<file path="src/tpt_pkg.sv">
package tpt_pkg;

  localparam int TLB_ENTRIES = 16;
  localparam int PAGE_COUNT  = 256;
  localparam int FRAME_COUNT = 256;

  localparam int TLB_W   = $clog2(TLB_ENTRIES);
  localparam int PAGE_W  = $clog2(PAGE_COUNT);
  localparam int CNT_W   = $clog2(PAGE_COUNT + 1);
  localparam int NF_W    = $clog2(FRAME_COUNT + 1);
  localparam int FRAME_W = 8;
  localparam int OFF_W   = 8;
  localparam int VA_W    = 16;
  localparam int CTR_W   = 32;

  typedef enum logic [3:0] {
    S_IDLE,
    S_LOOKUP,
    S_PT_READ,
    S_VSCAN,
    S_VMAP,
    S_EVICT,
    S_TSCAN,
    S_TWRITE,
    S_DONE
  } state_e;

  typedef enum logic [1:0] {
    RD_PAGE,
    RD_SCAN,
    RD_VICTIM
  } rd_sel_e;

  typedef struct packed {
    logic    capture;
    rd_sel_e rd_sel;
    logic    tlb_hit_upd;
    logic    pt_hit;
    logic    load_free;
    logic    scan_start;
    logic    scan_step;
    logic    evict;
    logic    tscan_start;
    logic    tscan_step;
    logic    twrite;
    logic    finish;
  } cmd_t;

  typedef struct packed {
    logic tlb_match;
    logic resident;
    logic free_avail;
    logic vscan_done;
    logic tscan_done;
    logic out_free;
  } sts_t;

  function automatic logic [CTR_W-1:0] sat_inc(input logic [CTR_W-1:0] v);
    logic [CTR_W-1:0] r;
    r = (v == '1) ? v : v + CTR_W'(1);
    return r;
  endfunction

  // reduce page number modulo PAGE_COUNT by restoring subtraction
  function automatic logic [PAGE_W-1:0] page_wrap(input logic [7:0] p);
    logic [16:0] v;
    logic [16:0] m;
    v = {9'd0, p};
    for (int k = 7; k >= 0; k--) begin
      m = 17'(PAGE_COUNT) << k;
      if (v >= m) begin
        v = v - m;
      end
    end
    return v[PAGE_W-1:0];
  endfunction

endpackage

</file>
<file path="src/tpt_ctrl.sv">
module tpt_ctrl (
  input  logic          clk_i,
  input  logic          rst_ni,
  input  logic          in_valid_i,
  output logic          in_stall_o,
  input  tpt_pkg::sts_t sts_i,
  output tpt_pkg::cmd_t cmd_o
);

  tpt_pkg::state_e state_q, state_d;

  always_ff @(posedge clk_i or negedge rst_ni) begin
    if (!rst_ni) begin
      state_q <= tpt_pkg::S_IDLE;
    end else begin
      state_q <= state_d;
    end
  end

  always_comb begin
    state_d    = state_q;
    in_stall_o = 1'b1;
    cmd_o      = '0;
    cmd_o.rd_sel = tpt_pkg::RD_PAGE;
    case (state_q)
      tpt_pkg::S_IDLE: begin
        in_stall_o = 1'b0;
        if (in_valid_i) begin
          cmd_o.capture = 1'b1;
          state_d = tpt_pkg::S_LOOKUP;
        end
      end
      tpt_pkg::S_LOOKUP: begin
        cmd_o.rd_sel = tpt_pkg::RD_PAGE;
        if (sts_i.tlb_match) begin
          cmd_o.tlb_hit_upd = 1'b1;
          state_d = tpt_pkg::S_DONE;
        end else if (sts_i.resident) begin
          state_d = tpt_pkg::S_PT_READ;
        end else if (sts_i.free_avail) begin
          cmd_o.load_free   = 1'b1;
          cmd_o.tscan_start = 1'b1;
          state_d = tpt_pkg::S_TSCAN;
        end else begin
          cmd_o.scan_start = 1'b1;
          state_d = tpt_pkg::S_VSCAN;
        end
      end
      tpt_pkg::S_PT_READ: begin
        cmd_o.pt_hit      = 1'b1;
        cmd_o.tscan_start = 1'b1;
        state_d = tpt_pkg::S_TSCAN;
      end
      tpt_pkg::S_VSCAN: begin
        cmd_o.rd_sel    = tpt_pkg::RD_SCAN;
        cmd_o.scan_step = 1'b1;
        if (sts_i.vscan_done) begin
          state_d = tpt_pkg::S_VMAP;
        end
      end
      tpt_pkg::S_VMAP: begin
        cmd_o.rd_sel = tpt_pkg::RD_VICTIM;
        state_d = tpt_pkg::S_EVICT;
      end
      tpt_pkg::S_EVICT: begin
        cmd_o.evict       = 1'b1;
        cmd_o.tscan_start = 1'b1;
        state_d = tpt_pkg::S_TSCAN;
      end
      tpt_pkg::S_TSCAN: begin
        cmd_o.tscan_step = 1'b1;
        if (sts_i.tscan_done) begin
          state_d = tpt_pkg::S_TWRITE;
        end
      end
      tpt_pkg::S_TWRITE: begin
        cmd_o.twrite = 1'b1;
        state_d = tpt_pkg::S_DONE;
      end
      tpt_pkg::S_DONE: begin
        if (sts_i.out_free) begin
          cmd_o.finish = 1'b1;
          state_d = tpt_pkg::S_IDLE;
        end
      end
      default: begin
        state_d = tpt_pkg::S_IDLE;
      end
    endcase
  end

endmodule

</file>
<file path="config.mk">
export PLATFORM = sky130hd
export DESIGN_NAME = tpt_ctrl
export DESIGN_NICKNAME = d
export VERILOG_FILES = /design/src/tpt_pkg.sv /design/src/tpt_ctrl.sv
export SDC_FILE = /design/constraint.sdc
export NUM_CORES = 1
export LEC_CHECK = 0
export ABC_AREA = 1
export BUFFER_PORTS_ARGS = -buffer_cell sky130_fd_sc_hd__buf_2
export CAP_MARGIN = 20
export CORE_AREA = 2 2 39 41
export CTS_CLUSTER_SIZE = 28
export DETAILED_ROUTE_END_ITERATION = 10
export DIE_AREA = 0 0 41 43
export PLACE_DENSITY = 0.63
export SLEW_MARGIN = 20
export SYNTH_ARGS = -nofsm -noshare
export SYNTH_HDL_FRONTEND = slang
export SYNTH_SLANG_ARGS = --single-unit
</file>
<file path="constraint.sdc">
create_clock -name clk_i -period 1.3 [get_ports clk_i]
set_clock_uncertainty 0.05 [all_clocks]
set_input_delay 0.13 -clock clk_i [delete_from_list [all_inputs] [get_ports clk_i]]
set_output_delay 0.13 -clock clk_i [all_outputs]
set_load 0.01 [all_outputs]
</file>
==> impl_metrics.yaml <==
power_and_ir_drop:
  leakage_nw: 0.438
  peakVddDrop_uv: 1250
  p_per_area_nw_per_um2: 2280
routing:
  firstDrtPassIters: 4
  drtAntennaViolNets: 0
  routed_via_density: 4.66
  drt_iter0_markers: 8
  vias: 559
  route.detailed.drc: 0
  wl_per_cell_um: 10.5
  drt_wl_total_um: 1260
logic_synthesis:
  yosys_register_bits: 4
  synth_cell_type_count: 11
  yosysWarningCount: 0
  yosysSeqAreaShare_pct: 26.5
  async_flop_share_pct: 100
  syn_inst: 69
  ys.flop_type: "dfrtp_1"
  syn-mean-instance-area_um2: 5.48
  synth_common_cells: "22 x nand2_1, 15 x inv_1, 12 x nor2_1"
  ys_top_cells_by_area: "dfrtp_1 26%, nand2_1 22%, inv_1 15%"
  synth_top_area_share_pct: 26.5
  synth_edf_count: 0
  syn-num-nets: 78
  synth_top_area_cell: "dfrtp_1"
  syn_area_um2: 378
  synth_most_common_cell: "nand2_1"
layout:
  top_regs: "state_q: 4 flops"
  drive_gt1_share_pct: 59.6
  regMostFlops: "state_q"
  syn2layout_area_growth_pct: 87.1
  nets: 115
  num-fill-cells: 141
  largest_register_ff_count: 4
  multi_input_area_um2: 287
  antenna_cells: 0
  seq_area_um2: 104
  fin_cells: 120
grt:
  grt-ovfl-total: 0
  grt_antenna_before_repair: 0
  grt_first_pass_wirelength_um: 1790
  grt_usage_pct: 15.0
  grt_pass1_vias: 463
  grt_max_degree: 8
timing:
  rsz0062_at_grt: "yes"
  timing.final.crit_share_pct: 108
  drv_slew: 0
  setup_ws_ns: -0.101
  hold_violations: 0
  fmax_ghz: 0.714
  worst_pin_slew_ns: 0.220
  slew_headroom_pct: 85.3
  finalSetupViolCount: 11
  fin_crit_ns: 1.40
floorplanning:
  die_area_um2: 1760
  num_io_pins: 23
  initial_core_util_pct: 27.3
  die_w_um: 41
  core_um2: 1380
  row_count: 14
  die_h_um: 43
setup_path:
  reg2regPathDepth: 7
  setup.worst_path.start: "state_q[0]"
  cp-endpoint: "cmd_o[3]"
  path_max_fanout: 7
  worstPathRequired_ns: 1.12
  r2r_end: "state_q[1]"
  setup.worst_path.end_class: "output port"
  arrival_ns: 1.22
  worstSetupPathType: "reg2out"
  reg2reg_setup_slack_ns: 0.02
  r2r-start: "state_q[3]"
  start_kind: "flop"
placed_design:
  dpl_worst_slack_ns: 0.0499
  place_hpwl_um: 833
  port_buffers: 22
  dp_cells: 106
  gp_congestion: 0.811
cts:
  htreeDepth: 1
  cts_tree: "built"
  clk_path_buf_depth: 2
  clk_pin_slew_ns: 0.04
  cts_buffers: 3
  clk_latency_ns: 0.23
  cts_sinks: 4
  cts_root_buffer: "clkbuf_4"
run_status:
  failed_checks: "negative setup slack"
  status: "finished with violations"
job:
  drv_cap: 0
worst_hold_path:
  min_path_cells: 4
  hp-start: "sts_i[1]"
  hp-class: "in2reg"
-- how the worst min path moves through the flow --
stage	end
after floorplan	state_q[0]
after global placement	state_q[0]
after detailed placement	state_q[0]
after CTS	state_q[0]
after global routing	state_q[2]
final	state_q[2]
-- what timing repair did --
| item | 4_1_cts | 5_1_grt |
|---|---|---|
| hold buffers | 1 | 0 |
| pin swaps | 8 | 5 |
| gates resized for setup | 21 | 15 |
| endpoints found under the setup margin | 12 | 17 |
| buffers inserted | 5 | 5 |
| hold endpoints to repair | 4 | 0 |
-- stage by stage --
stage	hold slack (ns)	setup TNS (ns)	util, %	instance area, um2	power (W)
after global routing	0.178	-1.75	51.1	707	0.00177
after detailed placement	-0.110	0	36.2	500	0.000980
after floorplan	-0.216	0	-	378	0.000757
after global placement	-0.111	0	36.2	500	0.000978
after CTS	0.134	-0.714	45.1	624	0.00140
final	0.157	-0.627	51.1	707	0.00161
-- per-layer routing --
| metal | up-vias | global-route usage [%] | wire length, um |
|---|---|---|---|
| met2 | 11 | 23.1 | 732 |
| li1 | 283 | - | - |
| met5 | - | 0 | 0 |
| met3 | 0 | 3.14 | 38 |
| met1 | 265 | 18.6 | 490 |
| met4 | 0 | 8.00 | 0 |
-- layout by cell type (no fill, tap or decap), drive strengths merged --
| cell type | netlist | layout |
|---|---|---|
| buf | 1 | 32 |
| clkbuf | 0 | 3 |
| dfrtp | 4 | 4 |
| dlygate4sd3 | 0 | 1 |
| inv | 15 | 15 |
| nand2 | 22 | 22 |
| nand3 | 8 | 8 |
| nand3b | 1 | 1 |
| nor2 | 14 | 14 |
| nor3 | 2 | 2 |
| nor3b | 1 | 1 |
| o221ai | 1 | 1 |
-- worst max-delay path, stage by stage, from the launching register on --
cell     delay, ns
dfrtp_2       0.48
inv_2         0.07
nand2_2       0.08
nor2_4        0.04
nor2_2        0.12
nand2_1       0.06
buf_2         0.13
-- layout make-up --
cell class | instances | share of cell area [%]
multi-input combinational | 49 | 40.5
timing repair buffer | 33 | 30.4
sequential | 4 | 14.7
inverter | 15 | 8.32
clock buffer | 3 | 3.19
tap | 16 | 2.83
-- kinds of logic (layout without fill, tap and decap cells) --
logic type             after synthesis  in the layout  share of synthesized area [%]
AND/OR/NAND/NOR                     48             48                           54.3
AO/OA/AOI/OAI                        1              1                           2.32
flip-flops                           4              4                           26.5
buffers and inverters               16             51                           16.9
-- where the power goes --
part | total [W] | internal (W) | switching, W
Sequential | 0.000309 | 0.000192 | 0.000117
Combinational | 0.00115 | 0.000512 | 0.000643
Clock | 0.000151 | 0.000103 | 0.0000477
Total | 0.00161 | 0.000806 | 0.000808
(Power assumes the default switching activity.)
